**config.mk**
```make
export PLATFORM = sky130hd
export DESIGN_NAME = one_shot_timer_table_unit
export DESIGN_NICKNAME = d
export VERILOG_FILES = /design/src/hdl/ostt_pkg.sv /design/src/hdl/one_shot_timer_table_unit.sv
export SDC_FILE = /design/constraint.sdc
export NUM_CORES = 2
export LEC_CHECK = 0
export BUFFER_PORTS_ARGS = -buffer_cell sky130_fd_sc_hd__buf_4
export CORE_MARGIN = 3
export CORE_UTILIZATION = 30
export DETAILED_ROUTE_END_ITERATION = 16
export GPL_TIMING_DRIVEN = 0
export RECOVER_POWER = 100
export SLEW_MARGIN = 20
export SYNTH_ARGS = -nofsm -noshare
export SYNTH_HDL_FRONTEND = slang
export SYNTH_SLANG_ARGS = --single-unit
```
**constraint.sdc**
```tcl
create_clock -name clock -period 24.9 [get_ports clock]
set_input_delay 6.225 -clock clock [delete_from_list [all_inputs] [get_ports clock]]
set_output_delay 6.225 -clock clock [all_outputs]
set_load 0.03 [all_outputs]
```
**src/hdl/ostt_pkg.sv**
```systemverilog
// shared types, codes and constants of the one-shot timer table
`timescale 1ns / 1ps
`default_nettype none

package ostt_pkg;

   localparam int TimerSlotsDefault = 16;
   localparam logic [31:0] SleepCapReset = 32'd1000000;
   localparam logic [9:0] UsPerMs = 10'd1000;

   localparam logic OP_ADD  = 1'b0;
   localparam logic OP_TICK = 1'b1;

   localparam logic [1:0] KIND_ACK    = 2'd0;
   localparam logic [1:0] KIND_EXPIRY = 2'd1;
   localparam logic [1:0] KIND_END    = 2'd2;

   localparam logic [1:0] STATUS_OK          = 2'd0;
   localparam logic [1:0] STATUS_BAD_TIMEOUT = 2'd1;
   localparam logic [1:0] STATUS_FULL        = 2'd2;

   localparam logic REG_SLEEP_CAP = 1'b0;

   typedef struct packed {
      logic               op;
      logic [47:0]        now_us;
      logic signed [31:0] timeout_ms;
      logic [15:0]        owner;
      logic [31:0]        tag;
   } req_type;

   typedef struct packed {
      logic [1:0]  kind;
      logic [1:0]  status;
      logic [15:0] expired_owner;
      logic [31:0] expired_tag;
      logic [31:0] next_sleep_us;
      logic        last;
   } rsp_type;

   typedef struct packed {
      logic [41:0] remaining;
      logic [47:0] stamp;
      logic [15:0] owner;
      logic [31:0] tag;
   } entry_type;

   typedef enum logic [2:0] {
      ST_IDLE,
      ST_ADD_FIND,
      ST_ADD_ACK,
      ST_TICK_SCAN,
      ST_TICK_END
   } state_type;

endpackage

`default_nettype wire

```
**src/hdl/one_shot_timer_table_unit.sv**
```systemverilog
// one-shot timer table: entry memory, free-slot search and tick scan
//
//   channel  direction  handshake             payload
//   req      in         req_valid/req_stall   req_data  (req_type)
//   rsp      out        rsp_valid/rsp_stall   rsp_data  (rsp_type)
//   csr      in/out     psel/penable/pready   paddr, pwdata, prdata
//
// one item at a time. an add gives its acknowledge after the free-slot search that
// checks one slot a cycle. a tick is paced by the single read port of the entry
// memory that visits one slot a cycle, except while rsp_stall holds an expiry.
// reset clears the valid and pending flip-flops at once, no clearing pass.
// a stalled expiry freezes the scan in place until the output register drains.
`timescale 1ns / 1ps
`default_nettype none

module one_shot_timer_table_unit import ostt_pkg::*; #(
   parameter int TIMER_SLOTS = TimerSlotsDefault
) (
   input  wire logic        clock,
   input  wire logic        reset,
   input  wire logic        req_valid,
   output      logic        req_stall,
   input  wire req_type     req_data,
   output      logic        rsp_valid,
   input  wire logic        rsp_stall,
   output      rsp_type     rsp_data,
   input  wire logic        psel,
   input  wire logic        penable,
   input  wire logic        pwrite,
   input  wire logic [2:0]  paddr,
   input  wire logic [31:0] pwdata,
   output      logic [31:0] prdata,
   output      logic        pready
);

   localparam int IW = (TIMER_SLOTS > 1) ? $clog2(TIMER_SLOTS) : 1;
   localparam int CW = $clog2(TIMER_SLOTS + 1);

   state_type state_ff, state_in;

   logic [31:0] cap_ff, cap_in;
   logic [TIMER_SLOTS-1:0] valid_ff, valid_in;
   logic [TIMER_SLOTS-1:0] pending_ff, pending_in;

   req_type req_ff, req_in;
   logic [CW-1:0] idx_ff, idx_in;
   logic [1:0] status_ff, status_in;
   logic eval_valid_ff, eval_valid_in;
   logic [IW-1:0] eval_idx_ff, eval_idx_in;
   logic cmp_valid_ff, cmp_valid_in;
   logic [41:0] cmp_rem_ff, cmp_rem_in;
   logic [31:0] min_ff, min_in;

   logic rsp_valid_ff, rsp_valid_in;
   rsp_type rsp_data_ff, rsp_load;
   logic emit;

   // entry memory
   entry_type mem [TIMER_SLOTS];
   entry_type mem_q_ff;
   logic mem_we;
   logic [IW-1:0] mem_wa;
   entry_type mem_wd;
   logic [IW-1:0] rd_addr;

   logic in_take, out_free, cfg_write, add_positive, rd_more, find_last;
   logic [48:0] since;
   logic [47:0] elapsed;
   logic [48:0] left;
   logic [41:0] rem_new;
   logic ev_live, ev_pend, ev_active, ev_expire, ev_hold, ev_fire;

   assign req_stall = (state_ff != ST_IDLE);
   assign in_take = req_valid && !req_stall;
   assign out_free = !rsp_valid_ff || !rsp_stall;
   assign rsp_valid = rsp_valid_ff;
   assign rsp_data = rsp_data_ff;

   assign pready = 1'b1;
   assign cfg_write = psel && penable && pwrite && (paddr[2] == REG_SLEEP_CAP);
   assign prdata = (paddr[2] == REG_SLEEP_CAP) ? cap_ff : 32'd0;
   assign cap_in = cfg_write ? pwdata : cap_ff;

   assign add_positive = !req_data.timeout_ms[31] && (req_data.timeout_ms != 32'sd0);
   assign rem_new = 42'(req_ff.timeout_ms[30:0]) * 42'(UsPerMs);
   assign find_last = (idx_ff == CW'(TIMER_SLOTS - 1));
   assign rd_more = (idx_ff != CW'(TIMER_SLOTS));

   // evaluation of the entry read last cycle
   assign ev_live = valid_ff[eval_idx_ff];
   assign ev_pend = pending_ff[eval_idx_ff];
   assign since = {1'b0, req_ff.now_us} - {1'b0, mem_q_ff.stamp};
   assign elapsed = since[48] ? 48'd0 : since[47:0];
   assign left = {7'd0, mem_q_ff.remaining} - {1'b0, elapsed};
   assign ev_active = (state_ff == ST_TICK_SCAN) && eval_valid_ff && ev_live && !ev_pend;
   assign ev_expire = ev_active && (left[48] || (left == 49'd0));
   assign ev_hold = ev_expire && !out_free;
   assign ev_fire = (state_ff == ST_TICK_SCAN) && eval_valid_ff && !ev_hold;

   // next state
   always_comb begin
      state_in = state_ff;
      case (state_ff)
         ST_IDLE: begin
            if (in_take) begin
               if (req_data.op == OP_TICK) begin
                  state_in = ST_TICK_SCAN;
               end else if (add_positive) begin
                  state_in = ST_ADD_FIND;
               end else begin
                  state_in = ST_ADD_ACK;
               end
            end
         end
         ST_ADD_FIND: begin
            if (!valid_ff[idx_ff[IW-1:0]] || find_last) begin
               state_in = ST_ADD_ACK;
            end
         end
         ST_ADD_ACK: begin
            if (out_free) begin
               state_in = ST_IDLE;
            end
         end
         ST_TICK_SCAN: begin
            if (!rd_more && !eval_valid_ff) begin
               state_in = ST_TICK_END;
            end
         end
         ST_TICK_END: begin
            if (!cmp_valid_ff && out_free) begin
               state_in = ST_IDLE;
            end
         end
         default: begin
            state_in = ST_IDLE;
         end
      endcase
   end

   // result selection
   always_comb begin
      emit = 1'b0;
      rsp_load = '0;
      case (state_ff)
         ST_ADD_ACK: begin
            emit = out_free;
            rsp_load.kind = KIND_ACK;
            rsp_load.status = status_ff;
            rsp_load.last = 1'b1;
         end
         ST_TICK_SCAN: begin
            emit = ev_fire && ev_expire;
            rsp_load.kind = KIND_EXPIRY;
            rsp_load.status = STATUS_OK;
            rsp_load.expired_owner = mem_q_ff.owner;
            rsp_load.expired_tag = mem_q_ff.tag;
         end
         ST_TICK_END: begin
            emit = !cmp_valid_ff && out_free;
            rsp_load.kind = KIND_END;
            rsp_load.status = STATUS_OK;
            rsp_load.next_sleep_us = min_ff;
            rsp_load.last = 1'b1;
         end
         default: begin
            emit = 1'b0;
         end
      endcase
   end

   assign rsp_valid_in = emit || (rsp_valid_ff && rsp_stall);

   // datapath and table control
   always_comb begin
      req_in = req_ff;
      idx_in = idx_ff;
      status_in = status_ff;
      valid_in = valid_ff;
      pending_in = pending_ff;
      eval_valid_in = eval_valid_ff;
      eval_idx_in = eval_idx_ff;
      cmp_valid_in = 1'b0;
      cmp_rem_in = cmp_rem_ff;
      min_in = min_ff;
      mem_we = 1'b0;
      mem_wa = idx_ff[IW-1:0];
      mem_wd = mem_q_ff;
      rd_addr = idx_ff[IW-1:0];

      // running minimum, one stage behind the evaluation
      if (cmp_valid_ff && (cmp_rem_ff < {10'd0, min_ff})) begin
         min_in = cmp_rem_ff[31:0];
      end

      case (state_ff)
         ST_IDLE: begin
            if (in_take) begin
               req_in = req_data;
               idx_in = '0;
               eval_valid_in = 1'b0;
               min_in = cap_ff;
               status_in = add_positive ? STATUS_OK : STATUS_BAD_TIMEOUT;
            end
         end
         ST_ADD_FIND: begin
            if (!valid_ff[idx_ff[IW-1:0]]) begin
               mem_we = 1'b1;
               mem_wd.remaining = rem_new;
               mem_wd.stamp = req_ff.now_us;
               mem_wd.owner = req_ff.owner;
               mem_wd.tag = req_ff.tag;
               valid_in[idx_ff[IW-1:0]] = 1'b1;
               pending_in[idx_ff[IW-1:0]] = 1'b1;
               status_in = STATUS_OK;
            end else if (find_last) begin
               status_in = STATUS_FULL;
            end else begin
               idx_in = idx_ff + CW'(1);
            end
         end
         ST_TICK_SCAN: begin
            // a held expiry rereads its own slot so the read data stays put
            if (ev_hold) begin
               rd_addr = eval_idx_ff;
            end else begin
               eval_valid_in = rd_more;
               eval_idx_in = idx_ff[IW-1:0];
               idx_in = idx_ff + CW'(rd_more);
            end
            if (ev_fire && ev_live) begin
               if (ev_expire) begin
                  valid_in[eval_idx_ff] = 1'b0;
               end else if (ev_active) begin
                  mem_we = 1'b1;
                  mem_wa = eval_idx_ff;
                  mem_wd.remaining = left[41:0];
                  mem_wd.stamp = req_ff.now_us;
                  cmp_valid_in = 1'b1;
                  cmp_rem_in = left[41:0];
               end else begin
                  pending_in[eval_idx_ff] = 1'b0;
                  cmp_valid_in = 1'b1;
                  cmp_rem_in = mem_q_ff.remaining;
               end
            end
         end
         default: begin
            mem_we = 1'b0;
         end
      endcase
   end

   always_ff @(posedge clock) begin
      if (reset) begin
         state_ff <= ST_IDLE;
         cap_ff <= SleepCapReset;
         valid_ff <= '0;
         pending_ff <= '0;
         eval_valid_ff <= 1'b0;
         cmp_valid_ff <= 1'b0;
         rsp_valid_ff <= 1'b0;
      end else begin
         state_ff <= state_in;
         cap_ff <= cap_in;
         valid_ff <= valid_in;
         pending_ff <= pending_in;
         eval_valid_ff <= eval_valid_in;
         cmp_valid_ff <= cmp_valid_in;
         rsp_valid_ff <= rsp_valid_in;
      end
   end

   always_ff @(posedge clock) begin
      req_ff <= req_in;
      idx_ff <= idx_in;
      status_ff <= status_in;
      eval_idx_ff <= eval_idx_in;
      cmp_rem_ff <= cmp_rem_in;
      min_ff <= min_in;
      if (emit) begin
         rsp_data_ff <= rsp_load;
      end
   end

   always_ff @(posedge clock) begin
      if (mem_we) begin
         mem[mem_wa] <= mem_wd;
      end
      mem_q_ff <= mem[rd_addr];
   end

endmodule

`default_nettype wire

```
# Word level (Yosys, flattened, before mapping)
# Memories as Yosys holds them, arrays and structs flattened. A register that Yosys moved wholly into a read port is not among the register bits.
# Index checks and enable logic that the tools add are counted.
[totals]
regBits = 367
ramBits = 2208
output_inout_bits = 120
n_memories = 1
[classes]
n_addsub = 4
mul = 1
order_cmp = 5
n_eq_ne = 20
n_mux = 69
n_bitwise = 9
n_reduce_logical = 52
[memory_table]
columns = ["name", "words", "width", "read_ports", "rd_clocked_by_memory_dff", "write_ports", "line", "source"]
rows = [
  ["mem", 16, 138, 1, 1, 1, "one_shot_timer_table_unit.sv:59", "entry_type mem [TIMER_SLOTS];"],
]
[op_table]
columns = ["operator", "n"]
rows = [
  ["$mux W90", 3],
  ["$pmux W90 S2", 1],
  ["$mux W138", 1],
  ["$mux W32", 4],
  ["$mux W16", 7],
  ["$mux W48", 2],
  ["$pmux W16 S2", 2],
  ["$logic_not A49 Y1", 1],
  ["$sub A42 B48 Y49", 1],
  ["$sub A48 B48 Y49", 1],
  ["$lt A42 B32 Y1", 1],
  ["$mux W42", 1],
  ["$mul A31 B7 Y38 const B", 1],
  ["$and A16 B16 Y16", 2],
  ["$or A16 B16 Y16", 2],
  ["$reduce_bool A32 Y1", 1],
  ["$mux W4", 6],
  ["$ne A2 B2 Y1 const B", 11],
  ["$mux W5", 4],
  ["$logic_and A1 B1 Y1", 19],
  ["$mux W1", 16],
  ["$not A16 Y16", 1],
  ["$mux W3", 5],
  ["$pmux W3 S5", 1],
  ["31 further kinds", 66],
]

# Depth between registers and ports, before layout
[logic_depth]
ltp_word = 14
depth_mapped = 38

# Worst setup path after synthesis
# No wires, ideal clock.
[synth_timing]
path_kind = "reg-to-reg"
start = "register req_ff[80] in the netlist's numbering"
end = "memory mem[4][0] in the netlist's numbering, enable pin"
setup_ns = 1.008
arrival_time_ns = 19.769
t_required_ns = 23.892
slack_ns = 4.123
stages_incl_launch_ff = 31
path_buffers = 2
period_less_slack_ns = 20.777
path_cell_list = "edfxtp_1 > inv_1 > ha_1 > fa_1 > nor2b_1 > o2111ai_1 > nand3_1 > a311oi_2 > a2111oi_2 > o211ai_1 > nand3_1 > a221oi_1 > o21ai_1 > clkbuf_1 > nand2_1 > ha_1 > buf_2 > a211oi_2 > nor3b_2 > a211oi_1 > o21a_1 > o31ai_4 > o31ai_1 > a21oi_1 > xnor2_1 > a21oi_1 > and4bb_1 > or3_1 > nand2_1 > nand2_1 > o41ai_1"
[synth_between]
elab_chain_cells = 14
word_cells_on_any_way = 18
cone_classes = "add/sub (2); mux (9); reduce/logical (7)"
[synth_lines]
columns = ["element", "line", "source"]
rows = [
  ["from (decl)", "one_shot_timer_table_unit.sv:45", "req_type req_ff, req_in;"],
  ["from (signal assigned)", "one_shot_timer_table_unit.sv:275", "req_ff <= req_in;"],
  ["$sub A48 B48 Y49 *", "one_shot_timer_table_unit.sv:92", "assign since = {1'b0, req_ff.now_us} - {1'b0, mem_q_ff.stamp};"],
  ["$mux W48 *", "one_shot_timer_table_unit.sv:93", "assign elapsed = since[48] ? 48'd0 : since[47:0];"],
  ["$sub A42 B48 Y49 *", "one_shot_timer_table_unit.sv:94", "assign left = {7'd0, mem_q_ff.remaining} - {1'b0, elapsed};"],
  ["$logic_not A49 Y1", "one_shot_timer_table_unit.sv:96", "assign ev_expire = ev_active && (left[48] || (left == 49'd0));"],
  ["$logic_or A1 B1 Y1 *", "one_shot_timer_table_unit.sv:96", ""],
  ["$logic_and A1 B1 Y1 *", "one_shot_timer_table_unit.sv:96", ""],
  ["$logic_and A1 B1 Y1", "one_shot_timer_table_unit.sv:97", "assign ev_hold = ev_expire && !out_free;"],
  ["$logic_not A1 Y1", "one_shot_timer_table_unit.sv:98", "assign ev_fire = (state_ff == ST_TICK_SCAN) && eval_valid_ff && !ev_hold;"],
  ["$logic_and A1 B1 Y1", "one_shot_timer_table_unit.sv:98", ""],
  ["$logic_and A1 B1 Y1", "one_shot_timer_table_unit.sv:231", "if (ev_fire && ev_live) begin"],
  ["$mux W1", "one_shot_timer_table_unit.sv:231", ""],
  ["$pmux W1 S2", "one_shot_timer_table_unit.sv:196", "case (state_ff)"],
  ["$mux W1", "one_shot_timer_table_unit.sv:287", "if (mem_we) begin"],
  ["$mux W1 (not written as such)", "one_shot_timer_table_unit.sv:288", "mem[mem_wa] <= mem_wd;"],
  ["to (decl)", "one_shot_timer_table_unit.sv:59", ""],
]
# Every way passes the cells marked *; elsewhere a longest branch is shown, timed or not.

# Final worst setup path
[layout_timing]
start = "register req_ff[80] in the netlist's numbering"
end = "memory mem[6][35] in the netlist's numbering, enable pin"
# Same word-level chain as after synthesis.

==> impl_metrics.yaml <==
placed_design:
  placedCellCount: 14654
  numPortBuffers: 286
  placed_cell_area_um2: 129000
  detailed_place_hpwl_mm: 284
  gp_routability_congestion: 0.942
hold_path:
  hold_start: "pending_ff[3]"
  hold_path_class: "register to register"
flow_run:
  drv_cap: 30
sta:
  setup_violations: 0
  finalHoldViolCount: 0
  timing.slew.headroom_pct: -104
  fin_tns_setup_ns: 0
  post_route_skew_ns: 0.106
  top_achievable_clock_speed_mhz: 52.8
  min_period_over_period_pct: 76.1
  slew_violations: 467
  final_period_minus_worst_setup_slack_ns: 18.96
  grt_setup_unrepaired: "no"
  worst_pin_slew_ns: 3.05
pwr:
  design_power_total_mw: 18.7
  vdd_ir_drop_max_uv: 110
  cellLeakagePower_nw: 48.9
  pwr_density_cell_nw_per_um2: 139
global_routing:
  first_global_vias: 74309
  maximum_number_of_pins_on_one_net_before_global_route_repair: 52
  grt_first_pass_wirelength_mm: 547
  grtUsageTotal_pct: 19.1
  initial_antenna_violation_count: 27
  grt_overflow_total: 0
yosys:
  netlist-cell-type-count: 91
  synth-async-reset-ratio_pct: 0
  syn_area_um2: 116000
  synthFlopType: "edfxtp_1"
  yosysWarnings: 0
  synth_enable_flop_cells: 2473
  synth_cells: 9006
  syn_avg_cell_area_um2: 12.9
  number_of_synthesized_register_bits: 2713
  syn_nets: 9500
  yosysSeqAreaShare_pct: 68.2
final_layout:
  stdcell_count: 15209
  layout.nets: 10296
  register_area_um2: 79100
  final_core_util_pct: 35.0
  multi_input_area_um2: 33600
  post_route_cells_drive_above_1_share_pct: 8.58
  syn2layout_area_growth_pct: 15.9
  fillCellCount: 37518
  layout.cell_area.non_filler_um2: 134000
die:
  fp.dieArea_um2: 394000
  floorplan.die.width_um: 628
  dieHeight_um: 628
  floorplan.rows: 227
  number_of_top_level_pins: 291
  design.core.area_um2: 384000
  floorplan.initialDensity_pct: 30.2
cts:
  cts_resized: 0
  cts_tree: "built"
  htree_num_levels: 5
  clock_tree.root_cell: "clkbuf_16"
  clock_path_buffers: 4
  post-cts-setup-buffers: 0
  cts_hold_repair.buffers: 0
  clock_buffer_count_from_cts: 298
  clkLatencyLatePin_ns: 0.94
  clk_pin_slew_worst_paths_ns: 0.06
  clkSinkCount: 2713
worst_setup_path:
  crit_start: "req_ff[80]"
  slowest_stage: "o21ai_0"
  crit_fanout: 17
  slowest_stage_delay_on_critical_path_ns: 2.10
  worst_path_arrival_time_ns: 19.41
  critical_path_required_ns: 25.36
  worst_path_most_repeated_cell: "clkbuf_1"
  worst-setup-path-type: "register to register"
  cp-start-kind: "register"
  r2r-start: "req_ff[80]"
  reg2reg_slack_ns: 5.94
  crit_end_category: "register"
route:
  wirelength_mm: 388
  drt_first_iter_violations: 10336
  ant_nets: 0
  residual_drc: 0
  wire_per_inst_um: 25.5
  viasPerCell: 5.16
  detailroute.via_count: 78414
  first_pass_iters: 6
status:
  result_of_the_run: "finished, violations left"
  violations: "max-capacitance violations, max-slew violations"
[power breakdown]
part	switching, mW	internal, mW	total [mW]
Sequential	0.265	6.14	6.41
Combinational	5.59	2.30	7.89
Clock	1.87	2.50	4.37
Total	7.73	10.9	18.7
[synth_stat cells, drive strengths merged (8+ instances only)]
library cell,count,share of area [%]
edfxtp,2473,64
nand2,2239,7.2
nand3,578,2.5
mux2i,433,3.7
o21ai,389,1.7
a21oi,299,1.3
inv,265,0.86
buf,263,1.2
clkbuf,244,0.79
dfxtp,240,4.1
ha,207,2.2
o221ai,130,0.98
fa,116,2.0
nor2,113,0.37
a32oi,104,0.79
nor3,85,0.37
mux2,74,0.72
a21o,72,0.47
and3,67,0.36
nor2b,57,0.31
xnor2,54,0.41
a31oi,50,0.27
xor2,48,0.36
a221o,34,0.29
o22ai,33,0.18
nand2b,31,0.17
nand4,28,0.15
o31ai,23,0.16
and2,19,0.10
o21a,18,0.12
or3,17,0.092
nor4,16,0.086
mux4,15,0.29
or2,15,0.081
a211oi,14,0.11
o211ai,14,0.091
o21bai,14,0.11
nand3b,9,0.058
a21boi,8,0.052
a22oi,8,0.052
and4,8,0.060
[worst max-delay path, delay by kind of cell, from the launching register on]
kind,cells,cell delay [ns]
AO/OA/AOI/OAI,13,8.21
adder cells (fa/ha/maj),3,1.07
buffers and inverters,8,5.60
flip-flops,1,0.59
AND/OR/NAND/NOR,11,2.90
[sequential cells by signal, indices dropped and copies added, names as in the netlist]
register	count
mem	2208
min_ff	32
mem_q_ff	138
req_ff	127
cap_ff	32
idx_ff	5
valid_ff	16
pending_ff	16
eval_valid_ff	1
rsp_data	85
status_ff	2
cmp_valid_ff	1
rsp_valid	1
state_ff	3
cmp_rem_ff	42
eval_idx_ff	4
[worst paths after layout]
path                                      end  cells after the start
worst max-delay path               mem[6][35]                     35
worst min-delay path            pending_ff[3]                      2
worst max register to register     mem[6][35]                     35
worst min register to register  pending_ff[3]                      2
[kinds of logic after synthesis]
family / share of synthesized area (%)
fa+ha+maj: 4.23
buf+inv: 2.87
flops: 68.2
other cells: 0.00323
xor+xnor: 0.770
compound gates: 7.15
mux: 4.75
simple gates: 12.1
[metal layers]
layer	vias to the layer above	GRT usage (%)	share of wire, %
li1	34515	-	-
met1	39283	26.0	40
met2	3927	29.9	45
met3	687	3.23	9.3
met4	2	8.83	5.2
met5	-	0	0.0033
[layout make-up]
| cell class | count | share of cell area (%) |
|---|---|---|
| tap | 5152 | 4.79 |
| antenna | 16 | 0.0298 |
| clock inverter | 113 | 0.806 |
| buffer | 507 | 1.73 |
| multi-input combinational | 5520 | 25.0 |
| inverter | 266 | 0.742 |
| timing repair buffer | 496 | 1.81 |
| sequential | 2713 | 58.8 |
| clock buffer | 426 | 6.33 |
[placed cells by master, fill, tap and decap left out, types with 33 or more instances in the layout]
cell type,netlist,routed
edfxtp_1,2473,2473
nand2_1,2239,2239
clkbuf_1,244,691
nand3_1,578,578
mux2i_1,433,433
o21ai_0,325,352
clkbuf_16,0,305
a21oi_1,298,299
inv_1,262,262
dfxtp_1,240,240
ha_1,207,207
buf_2,204,195
o221ai_1,130,130
fa_1,116,116
nor2_1,112,112
a32oi_1,104,104
clkbuf_4,0,91
nor3_1,84,84
a21o_1,72,72
buf_4,29,68
and3_1,67,67
mux2_1,0,65
nor2b_1,57,57
xnor2_1,54,54
a31oi_1,50,50
xor2_1,48,48
clkbuf_8,0,43
clkinv_2,0,37
o21ai_1,63,36
a221o_1,34,34
o22ai_1,33,33
[per-stage QoR]
step / worst slack, ns / hold WS (ns)
floorplan: 4.12 / 0.439
finish: 5.94 / 0.480
global route: 5.51 / 0.488
detailed placement: 11.13 / 0.468
global placement: -17.59 / 0.463
CTS: 11.13 / 0.478
(Power assumes the default switching activity.)
